$ cat src/rtl/sia_pkg.sv
// shared types and constants for the segment intersection unit
// no dependencies
`default_nettype none

package sia_pkg;

	localparam int COORD_BITS_DEF = 16;
	localparam int FIFO_DEPTH     = 4;

	typedef enum logic [1:0] {
		REL_NONE    = 2'd0,
		REL_CROSS   = 2'd1,
		REL_OVERLAP = 2'd2
	} rel_t;

endpackage

`default_nettype wire

$ cat src/rtl/sia_fifo.sv
// small register queue with push/full and pop/empty sides
// depends on sia_pkg for the default depth
`default_nettype none

module sia_fifo #(
	parameter int W     = 8,
	parameter int DEPTH = sia_pkg::FIFO_DEPTH
) (
	input  logic         clk,
	input  logic         arst_n,
	input  logic         push,
	input  logic [W-1:0] wdata,
	output logic         full,
	input  logic         pop,
	output logic [W-1:0] rdata,
	output logic         empty
);

	localparam int AW = (DEPTH > 1) ? $clog2(DEPTH) : 1;
	localparam int CW = $clog2(DEPTH + 1);

	logic [W-1:0]  mem_q [DEPTH];
	logic [AW-1:0] wr_ptr_q;
	logic [AW-1:0] rd_ptr_q;
	logic [CW-1:0] count_q;
	logic          do_push;
	logic          do_pop;

	assign full    = (count_q == CW'(DEPTH));
	assign empty   = (count_q == '0);
	assign do_push = push && !full;
	assign do_pop  = pop && !empty;
	assign rdata   = mem_q[rd_ptr_q];

	always_ff @(posedge clk) begin
		if (do_push) begin
			mem_q[wr_ptr_q] <= wdata;
		end
	end

	always_ff @(posedge clk or negedge arst_n) begin
		if (!arst_n) begin
			wr_ptr_q <= '0;
			rd_ptr_q <= '0;
			count_q  <= '0;
		end else begin
			if (do_push) begin
				wr_ptr_q <= (wr_ptr_q == AW'(DEPTH - 1)) ? '0 : wr_ptr_q + 1'b1;
			end
			if (do_pop) begin
				rd_ptr_q <= (rd_ptr_q == AW'(DEPTH - 1)) ? '0 : rd_ptr_q + 1'b1;
			end
			if (do_push && !do_pop) begin
				count_q <= count_q + 1'b1;
			end else if (do_pop && !do_push) begin
				count_q <= count_q - 1'b1;
			end
		end
	end

endmodule

`default_nettype wire

$ cat config.mk
export PLATFORM = sky130hd
export DESIGN_NAME = sia_fifo
export DESIGN_NICKNAME = d
export VERILOG_FILES = /design/src/rtl/sia_pkg.sv /design/src/rtl/sia_fifo.sv
export SDC_FILE = /design/constraint.sdc
export NUM_CORES = 1
export LEC_CHECK = 0
export ABC_AREA = 1
export ABC_CLOCK_PERIOD_IN_PS = 1570
export BUFFER_PORTS_ARGS = -buffer_cell sky130_fd_sc_hd__buf_2
export CAP_MARGIN = 20
export CORE_MARGIN = 5
export CORE_UTILIZATION = 40
export DETAILED_ROUTE_END_ITERATION = 6
export GPL_TIMING_DRIVEN = 0
export PLACE_DENSITY_LB_ADDON = 0.12
export SYNTH_ARGS = -nofsm -noshare
export SYNTH_HDL_FRONTEND = slang
export SYNTH_SLANG_ARGS = --single-unit
$ cat constraint.sdc
create_clock -name clk -period 1.57 [get_ports clk]
set_input_delay 0.157 -clock clk [delete_from_list [all_inputs] [get_ports clk]]
set_output_delay 0.157 -clock clk [all_outputs]
set_load 0.03 [all_outputs]
# Word-level counts from Yosys, hierarchy flattened
# Memory sizes are Yosys's and may differ from the RTL's.
# Index checks and enable logic that the tools add are counted.
# Widths: inputs -> output; s select.
[totals] ff_bits=7 ramBits=32 mem_count=1
[memory_table] name="mem_q" depth=4 width=8 read_ports=1 rd_clocked_by_memory_dff=0 write_ports=1 line="sia_fifo.sv:22" rtl="logic [W-1:0] mem_q [DEPTH];"
[classes] addsub=4 n_eq_ne=3 mux=6 reduce_logical=10
[ops] cell="$mux 3" count=2
[ops] cell="$add 2x1->2 const B" count=2
[ops] cell="$eq 2x2->1 const B" count=2
[ops] cell="$logic_and 1x1->1" count=4
[ops] cell="$logic_not 1->1" count=4
[ops] cell="$mux 2" count=2
[ops] cell="$add 3x1->3 const B" count=1
[ops] cell="$eq 3x3->1 const B" count=1
[ops] cell="$logic_not 3->1" count=1
[ops] cell="$sub 3x1->3 const B" count=1
[ops] cell="$mux 1" count=2
[ops] cell="$reduce_bool 2->1" count=1

# Longest topological paths before layout
# Gate-level depths: netlist of run 1.
[logic_depth] depth_word=7 ltp_mapped=12 mapped_depth_nobuf=12

# Worst setup path before layout of run 1
# Ideal clock, no wire load.
[synth_timing] path_kind="register -> register" from="reg count_q[0]" to="reg count_q[1]" setup_time_ps=126 t_arrival_ps=1567 required_ps=1444 slack_ps=-123 stages_incl_launch_ff=10 path_cell_list="dfrtp_1 > inv_2 > nand3_1 > nand2_2 > inv_1 > ha_1 > inv_1 > fa_1 > nand2_1 > o21ai_0"
[synth_between] elab_chain_len=6 elab_cells_between_ends=15 classes_between="add/sub (2); eq/ne (1); mux (2); reduce/logical (10)"
[synth_rtl] element="start: declaration" line="sia_fifo.sv:25" rtl="logic [CW-1:0] count_q;"
[synth_rtl] element="start signal: assignment" line="sia_fifo.sv:54" rtl="count_q <= count_q + 1'b1;"
[synth_rtl] element="start signal: assignment" line="sia_fifo.sv:56" rtl="count_q <= count_q - 1'b1;"
[synth_rtl] element="$eq 3x3->1 *" line="sia_fifo.sv:29" rtl="assign full = (count_q == CW'(DEPTH));"
[synth_rtl] element="$logic_not 1->1 *" line="sia_fifo.sv:31" rtl="assign do_push = push && !full;"
[synth_rtl] element="$logic_and 1x1->1 *" line="sia_fifo.sv:31"
[synth_rtl] element="net do_push" line="sia_fifo.sv:26" rtl="logic do_push;"
[synth_rtl] element="$logic_not 1->1" line="sia_fifo.sv:55" rtl="end else if (do_pop && !do_push) begin"
[synth_rtl] element="$logic_and 1x1->1" line="sia_fifo.sv:55"
[synth_rtl] element="$reduce_bool 2->1 (no source line)"
# The timed path passes the listed nets; every way through them passes the cells marked *. The select of a mux whose other input is x is not followed.
# A chain may end at the register's enable or synchronous reset.

# Worst setup path after layout of run 1
[layout_timing] from="reg count_q[1]" to="reg count_q[1]"
# Same word-level chain as after synthesis.

==> results.md, run 1 <==
* Outcome: finished with violations
* Failing checks: setup timing
* Initial Util at 0.4068
* Synth Flop Type: edfxtp_1
* Area delta synth->final at 37.48%
* First drt pass iteration count at 4
* Fillers at 369
* Synth top area cells: edfxtp_1 55%, dfrtp_1 10%, nand2_1 8.1%
* Crit share post-route at 1.034
* Worst setup SP type: flop
* Seq/Total Area, Yosys at 0.6458
* Slew Limit Fails at 0
* Final min period at 1.624 ns
* Antenna violations before repair at 0
* Setup ws final at -0.05399 ns
* H-tree Lvls at 2
* Layout Skew at ~0.0047 ns
* Min-Delay Path Class: in2reg
* Critical path type: reg2reg
* RD Place Congestion at 0.7845
* Synth top cells by count: 38 x nand2_1, 32 x edfxtp_1, 31 x inv_1
* RSZ-0062 raised after global routing: yes
* Nets at 223
* Power per standard cell area at 2132 nW/um^2
* Syn avg cell area at 11.42 sq um
* Avg Vias per Cell at 4.735
* Total grt overflow at 0
* Total design power at 5155 uW
* Die ar. at 5824 sq um
* Final Hold Viols at 0
* Worst VDD drop at 1.180 mV
* CTS Sinks at 39
* Depth of the worst register-to-register path at 9
* Worst-skew pair later-pin latency at between 0.2 and 0.3 ns
* Post-Syn Instances at around 150
* Slew @ Worst Pin at 0.5225 ns
* Largest net degree at the start of global routing at 13
* Ports at 22
* # port buffers at 21
* Vias in the first global route at 1,230
* Crit end category: flop
* Gr usage total at 0.1272
* 1st-iter DRT viols at 53
* CP arrival at roughly 1.8 ns
* Synthesis warning total at 0
* Syn_nets at 173
* Place WS at -0.1544 ns
* Die Ht at 76.32 um
* Clock root cell: clkbuf_8
* Clk slew on worst S/H paths at approximately 0.070 ns
* CTS tree: yes
* Die X at 76.32 um
* Core ar. at roughly 4300 sq um
* Sum Neg Setup Slack at -0.07807 ns
* Avg WL per Cell at 14.11 um
* Share of layout cells above drive strength 1 at 0.3707
* Post-synth EDFFs at 32
* Final setup fails at 3
* Drt total wl at 3627 um
* Post-DP HPWL at 2236 um
* Synthesis-stage register bit count at 39
* Mapped Area at 1759 sq um
* Most common cell in the netlist: nand2_1
* CP Data Required Time at 1.74 ns
* Placed cell count at 227
* Vias at 1,217
* WHS Path Cells at 1
* Netlist cell types at 16
* P_leak at 0.001068 uW
* Row Count at 24
* Relative slew margins at 0.6513
* Synth async-reset ratio at 0.1795
* Top cell type's share of synthesized area at 0.5462
* Post-route insts no fill at 257
* FMAX at 615.8 MHz
* Maxcap violations at 0
* First-pass GRT wire length at between 5000 and 6000 um
* Detailed-route DRC error count at 0
* # diodes at 0
* FF+latch area at 1136 sq um
* Peak fanout along the critical path at 6
* Number of nets with antenna violations after routing at 0
* CTS buffer count at 5
* Multi-input logic area at around 530 sq um
* Clock Tree Buf Depth at 2
* Post-synth top area cell: edfxtp_1
==> metrics by stage <==
stage	hold WS (ns)	area, sq um	util
after floorplan	-0.1386	1799	-
after global placement	-0.003322	1969	0.4554
after detailed placement	-0.0002457	1969	0.4554
after CTS	0.07394	2251	0.5205
after global routing	0.06896	2419	0.5593
final	0.08073	2419	0.5593
==> flip-flops by register name, summed over array words and instances (netlist names) <==
name	count
wr_ptr_q	2
mem_q	32
count_q	3
rd_ptr_q	2
==> layer usage <==
metal  up-vias  global-route usage  routed length, um
li1        607                   -                  -
met1       576              0.1575               1633
met3         6             0.04374                143
met2        28              0.2038               1800
met5         -                   0                  0
met4         0             0.04895                 49
==> placed cells by master (no fill, tap or decap), types with 4 or more instances in the layout <==
cell type	n
ha_1	5
clkbuf_8	5
buf_6	11
inv_2	4
edfxtp_1	32
buf_2	13
inv_1	25
o211ai_1	15
buf_4	18
nand2_1	34
dfrtp_1	7
nand3_1	4
==> cell type report <==
cell class / count / area share
buffer: 5 / 0.02794
sequential: 39 / 0.4697
multi-input combinational: 78 / 0.2178
inverter: 32 / 0.05329
clock buffer: 6 / 0.03001
tap: 52 / 0.02690
timing repair buffer: 43 / 0.1495
clock inverter: 2 / 0.02483
==> kinds of logic (layout without fill, tap and decap cells) <==
kind of cell / count (synthesis) / after routing / share of synthesized area
compound gates: 17 / 17 / 0.07397
xor+xnor: 1 / 1 / 0.004980
fa+ha+maj: 7 / 7 / 0.05405
buf+inv: 37 / 88 / 0.1003
flops: 39 / 39 / 0.6458
simple gates: 53 / 53 / 0.1209
==> where the power goes <==
part	total (uW)	internal (uW)	switching, uW	leakage [uW]
registers	1510	1390	121	0.000378
clock network	969	635	334	0.0000654
logic	2670	1210	1470	0.000624
total	5160	3230	1920	0.00107
==> final timing paths <==
kind | startpoint | endpoint | slack [ns]
max in group asynchronous | arst_n | wr_ptr_q[0] | 1.19
setup / recovery | count_q[1] | count_q[1] | -0.05
hold / removal | wdata[2] | mem_q[3][2] | 0.08
setup reg to reg | count_q[1] | count_q[1] | -0.05
hold reg to reg | wr_ptr_q[1] | wr_ptr_q[1] | 0.56
min in group asynchronous | arst_n | count_q[1] | 0.23
==> worst max-delay path, stage by stage (launching register included) <==
cell     delay [ns]
dfrtp_1        0.40
inv_2          0.11
nand3_4        0.09
nand2_4        0.12
inv_4          0.04
ha_4           0.16
inv_4          0.06
fa_2           0.41
nand2_1        0.06
o21ai_1        0.06
==> repair_timing <==
action | in CTS | in global routing
endpoints found under the setup margin | 42 | 20
hold buffers | 1 | 0
pin swaps | 10 | 21
endpoints found under the hold margin | 7 | 0
gates resized for setup | 17 | 28
cloned | 0 | 3
buffers inserted | 12 | 6
No activity file was read; power rests on OpenSTA's default activity.
==> run 2: changes to the inputs <==
--- a/config.mk
+++ b/config.mk
@@ -5,7 +5,6 @@
 export SDC_FILE = /design/constraint.sdc
 export NUM_CORES = 1
 export LEC_CHECK = 0
-export ABC_AREA = 1
 export ABC_CLOCK_PERIOD_IN_PS = 1570
 export BUFFER_PORTS_ARGS = -buffer_cell sky130_fd_sc_hd__buf_2
 export CAP_MARGIN = 20
==> run 2 against run 1 <==
  * The run still ends with setup timing left
  * Final cell count fell by 36%
  * Critical path depth fell by 3
  * Maximum frequency fell by 11%
  * Worst hold slack got worse by 0.0036 ns
  * Worst setup slack got worse by 0.20 ns
  * Via count fell by 35%
==> results.md, run 2 <==
* Outcome: finished with violations
* Failing checks: setup timing
* Avg Vias per Cell at 4.793 (+1.2%)
* Clock root cell: clkbuf_8
* Depth of the worst register-to-register path at 6 (-3)
* Peak fanout along the critical path at 4 (-2)
* Top Registers: mem_q x32, count_q x3
* Detailed-route DRC error count at 0 (unchanged)
* First drt pass iteration count at 4 (unchanged)
* Gr usage total at 0.1153 (-0.01192)
* Final Hold Viols at 0 (unchanged)
* CTS buffer count at 5 (unchanged)
* Seq/Total Area, Yosys at 0.7012 (+0.05535)
* Maxcap violations at 0 (unchanged)
* Slew Limit Fails at 0 (unchanged)
* Drt total wl at 2681 um (-26%)
* Layout Skew at 0.006275 ns (+0.001562 ns)
* Launching point of the worst reg2reg path: count_q[1]
* CTS tree: yes
* Total grt overflow at 0 (unchanged)
* Sum Neg Setup Slack at -2.072 ns (-1.994 ns)
* Die ar. at 5424 sq um (-6.9%)
* RSZ-0062 raised after global routing: yes
* Top cell type's share of synthesized area at 0.5931 (+0.04682)
* Antenna violations before repair at 0 (unchanged)
* Clock Tree Buf Depth at 2 (unchanged)
* Synthesis warning total at 0 (unchanged)
* Netlist cell types at 19 (+3)
* Most common cell after layout, fill and taps aside: edfxtp_1
* # port buffers at 21 (unchanged)
* Syn avg cell area at 20.51 sq um (+80%)
* Worst-skew pair later-pin latency at 0.29 ns (about the same)
* Synth async-reset ratio at 0.1795 (unchanged)
* First-pass GRT wire length at 4333 um (-25%)
* Area delta synth->final at 25.10%
* Worst VDD drop at 0.9485 mV (-20%)
* Avg WL per Cell at 16.35 um (+16%)
* Slew @ Worst Pin at 0.2563 ns (-0.2661 ns)
* Die Ht at 73.65 um (-3.5%)
* Post-DP HPWL at 1764 um (-21%)
* Worst Setup SP: count_q[1]
* Share of layout cells above drive strength 1 at 0.5439 (+0.1731)
* Relative slew margins at 0.8291 (+0.1778)
* Mapped Area at 1620 sq um (-7.9%)
* Synthesis-stage register bit count at 39 (unchanged)
* Min-Delay Path Class: in2reg
* Synth Flop Type: edfxtp_1
* Nets at 132 (-41%)
* Die X at 73.65 um (-3.5%)
* Syn_nets at 98 (-43%)
* Final min period at 1.824 ns (+0.2004 ns)
* Largest net degree at the start of global routing at 13 (unchanged)
* P_leak at 0.0007719 uW (-28%)
* # diodes at 0 (unchanged)
* Post-route insts no fill at 164 (-36%)
* Vias in the first global route at 873 (-29%)
* Final setup fails at 10 (+7)
* Most flop-heavy register: mem_q
* Post-synth EDFFs at 32 (unchanged)
* Post-synth top area cell: edfxtp_1
* H-tree Lvls at 2 (unchanged)
* Worst setup SP type: flop
* FMAX at 548.1 MHz (-11%)
* Setup slack, reg-to-reg at -0.25 ns (-0.20 ns)
* RD Place Congestion at 0.7263 (-7.4%)
* Final design utilization at 0.5104 (-0.04892)
* Clk slew on worst S/H paths at 0.07 ns (about the same)
* Largest register FFs at 32 (unchanged)
* Row Count at 23 (-4.2%)
* Synth top area cells: edfxtp_1 59%, mux4_2 11%, dfrtp_1 11%
* Number of nets with antenna violations after routing at 0 (unchanged)
* RR Endpoint: count_q[1]
* Most frequent cells in the layout: 32 x edfxtp_1, 16 x buf_2, 8 x mux4_2
* Crit end category: flop
* 1st-iter DRT viols at 21 (-60%)
* Critical path type: reg2reg
* Worst hold path startpoint: wdata[3]
* Place WS at -0.3228 ns (-0.1684 ns)
* Ports at 22 (unchanged)
* Crit path to: count_q[1]
* Power per standard cell area at 2019 nW/um^2 (-5.3%)
* Initial Util at 0.4080 (+0.001174)
* Vias at 786 (-35%)
* Most common cell in the netlist: edfxtp_1
* CTS Sinks at 39 (unchanged)
* CP arrival at 2.00 ns (+0.20 ns)
* Final Hold Slack at 0.07716 ns (-0.003571 ns)
* Setup ws final at -0.2544 ns (-0.2004 ns)
* Crit share post-route at 1.162 (+0.1276)
* Synth top cells by count: 32 x edfxtp_1, 8 x mux4_2, 7 x dfrtp_1
* Post-Syn Instances at 79 (-49%)
* CP Data Required Time at 1.74 ns (about the same)
* Core ar. at 3971 sq um (-8.2%)
* Placed cell count at 150 (-34%)
## run 2: cell types whose count changed after synthesis, sizes merged, moves of 5 or more
cell,delta
nand2,-39
mux4,+8
nand3,-7
inv,-29
mux2,+5
o211ai,-16
## run 2: final cells by class
| cell class | count | area (sq um) |
|---|---|---|
| fill | 337 | 1944 |
| sequential | 39 | 1139 |
| timing repair buffer | 28 | 214.0 |
| clock buffer | 6 | 72.57 |
| tap | 50 | 62.56 |
| buffer | 2 | 20.02 |
| multi-input combinational | 34 | 493.0 |
| inverter | 3 | 13.76 |
| clock inverter | 2 | 12.51 |
## run 2: cells by family after synthesis
| group | synth area share |
|---|---|
| flops | 0.7012 |
| mux | 0.1506 |
| simple gates | 0.05405 |
| fa+ha+maj | 0.05869 |
| buf+inv | 0.01930 |
| xor+xnor | 0.01622 |
## run 2: timing repair
item,4_1_cts,5_1_grt
pin swaps,0,5
hold buffers,1,0
setup endpoints to repair,10,10
resized for setup,21,4
endpoints found under the hold margin,7,0
setup buffers,3,2
cloned,1,0
## run 2: worst min-delay path by stage
| stage | cells after the start | slack (ns) | endpoint |
|---|---|---|---|
| after global routing | 1 | 0.06 | mem_q[2][3] |
| after global placement | 1 | 0.003 | count_q[1] |
| final | 1 | 0.08 | mem_q[2][3] |
| after floorplan | 0 | -0.14 | count_q[0] |
| after detailed placement | 1 | 0.0002 | count_q[1] |
| after CTS | 1 | 0.07 | mem_q[2][4] |
## run 2: metrics by stage
stage | instance area, sq um | total power [uW]
after CTS | 2009 | 4097
after floorplan | 1645 | 2728
after global placement | 1813 | 3061
after detailed placement | 1813 | 3116
final | 2027 | 4092
after global routing | 2027 | 4349
## run 2: routing by layer
layer | GRT usage | routed length, um | vias up
li1 | - | - | 367
met1 | 0.1360 | 1142 | 400
met2 | 0.1821 | 1354 | 14
met3 | 0.05198 | 140 | 5
met4 | 0.04829 | 43 | 0
met5 | 0 | 0 | -
## run 2: worst max-delay path, cell delays in order, from the launching register on
cell and delay, ns:
dfrtp_2 0.46, nor3b_4 0.26, nor2b_4 0.07, ha_4 0.18, inv_4 0.05, fa_2 0.42
mux2_4 0.27
## run 2: report_power, final
part | leakage [uW] | switching [uW] | internal [uW]
clock network | 0.0000412 | 340 | 310
logic | 0.000357 | 902 | 963
registers | 0.000373 | 169 | 1410
total | 0.000772 | 1410 | 2680
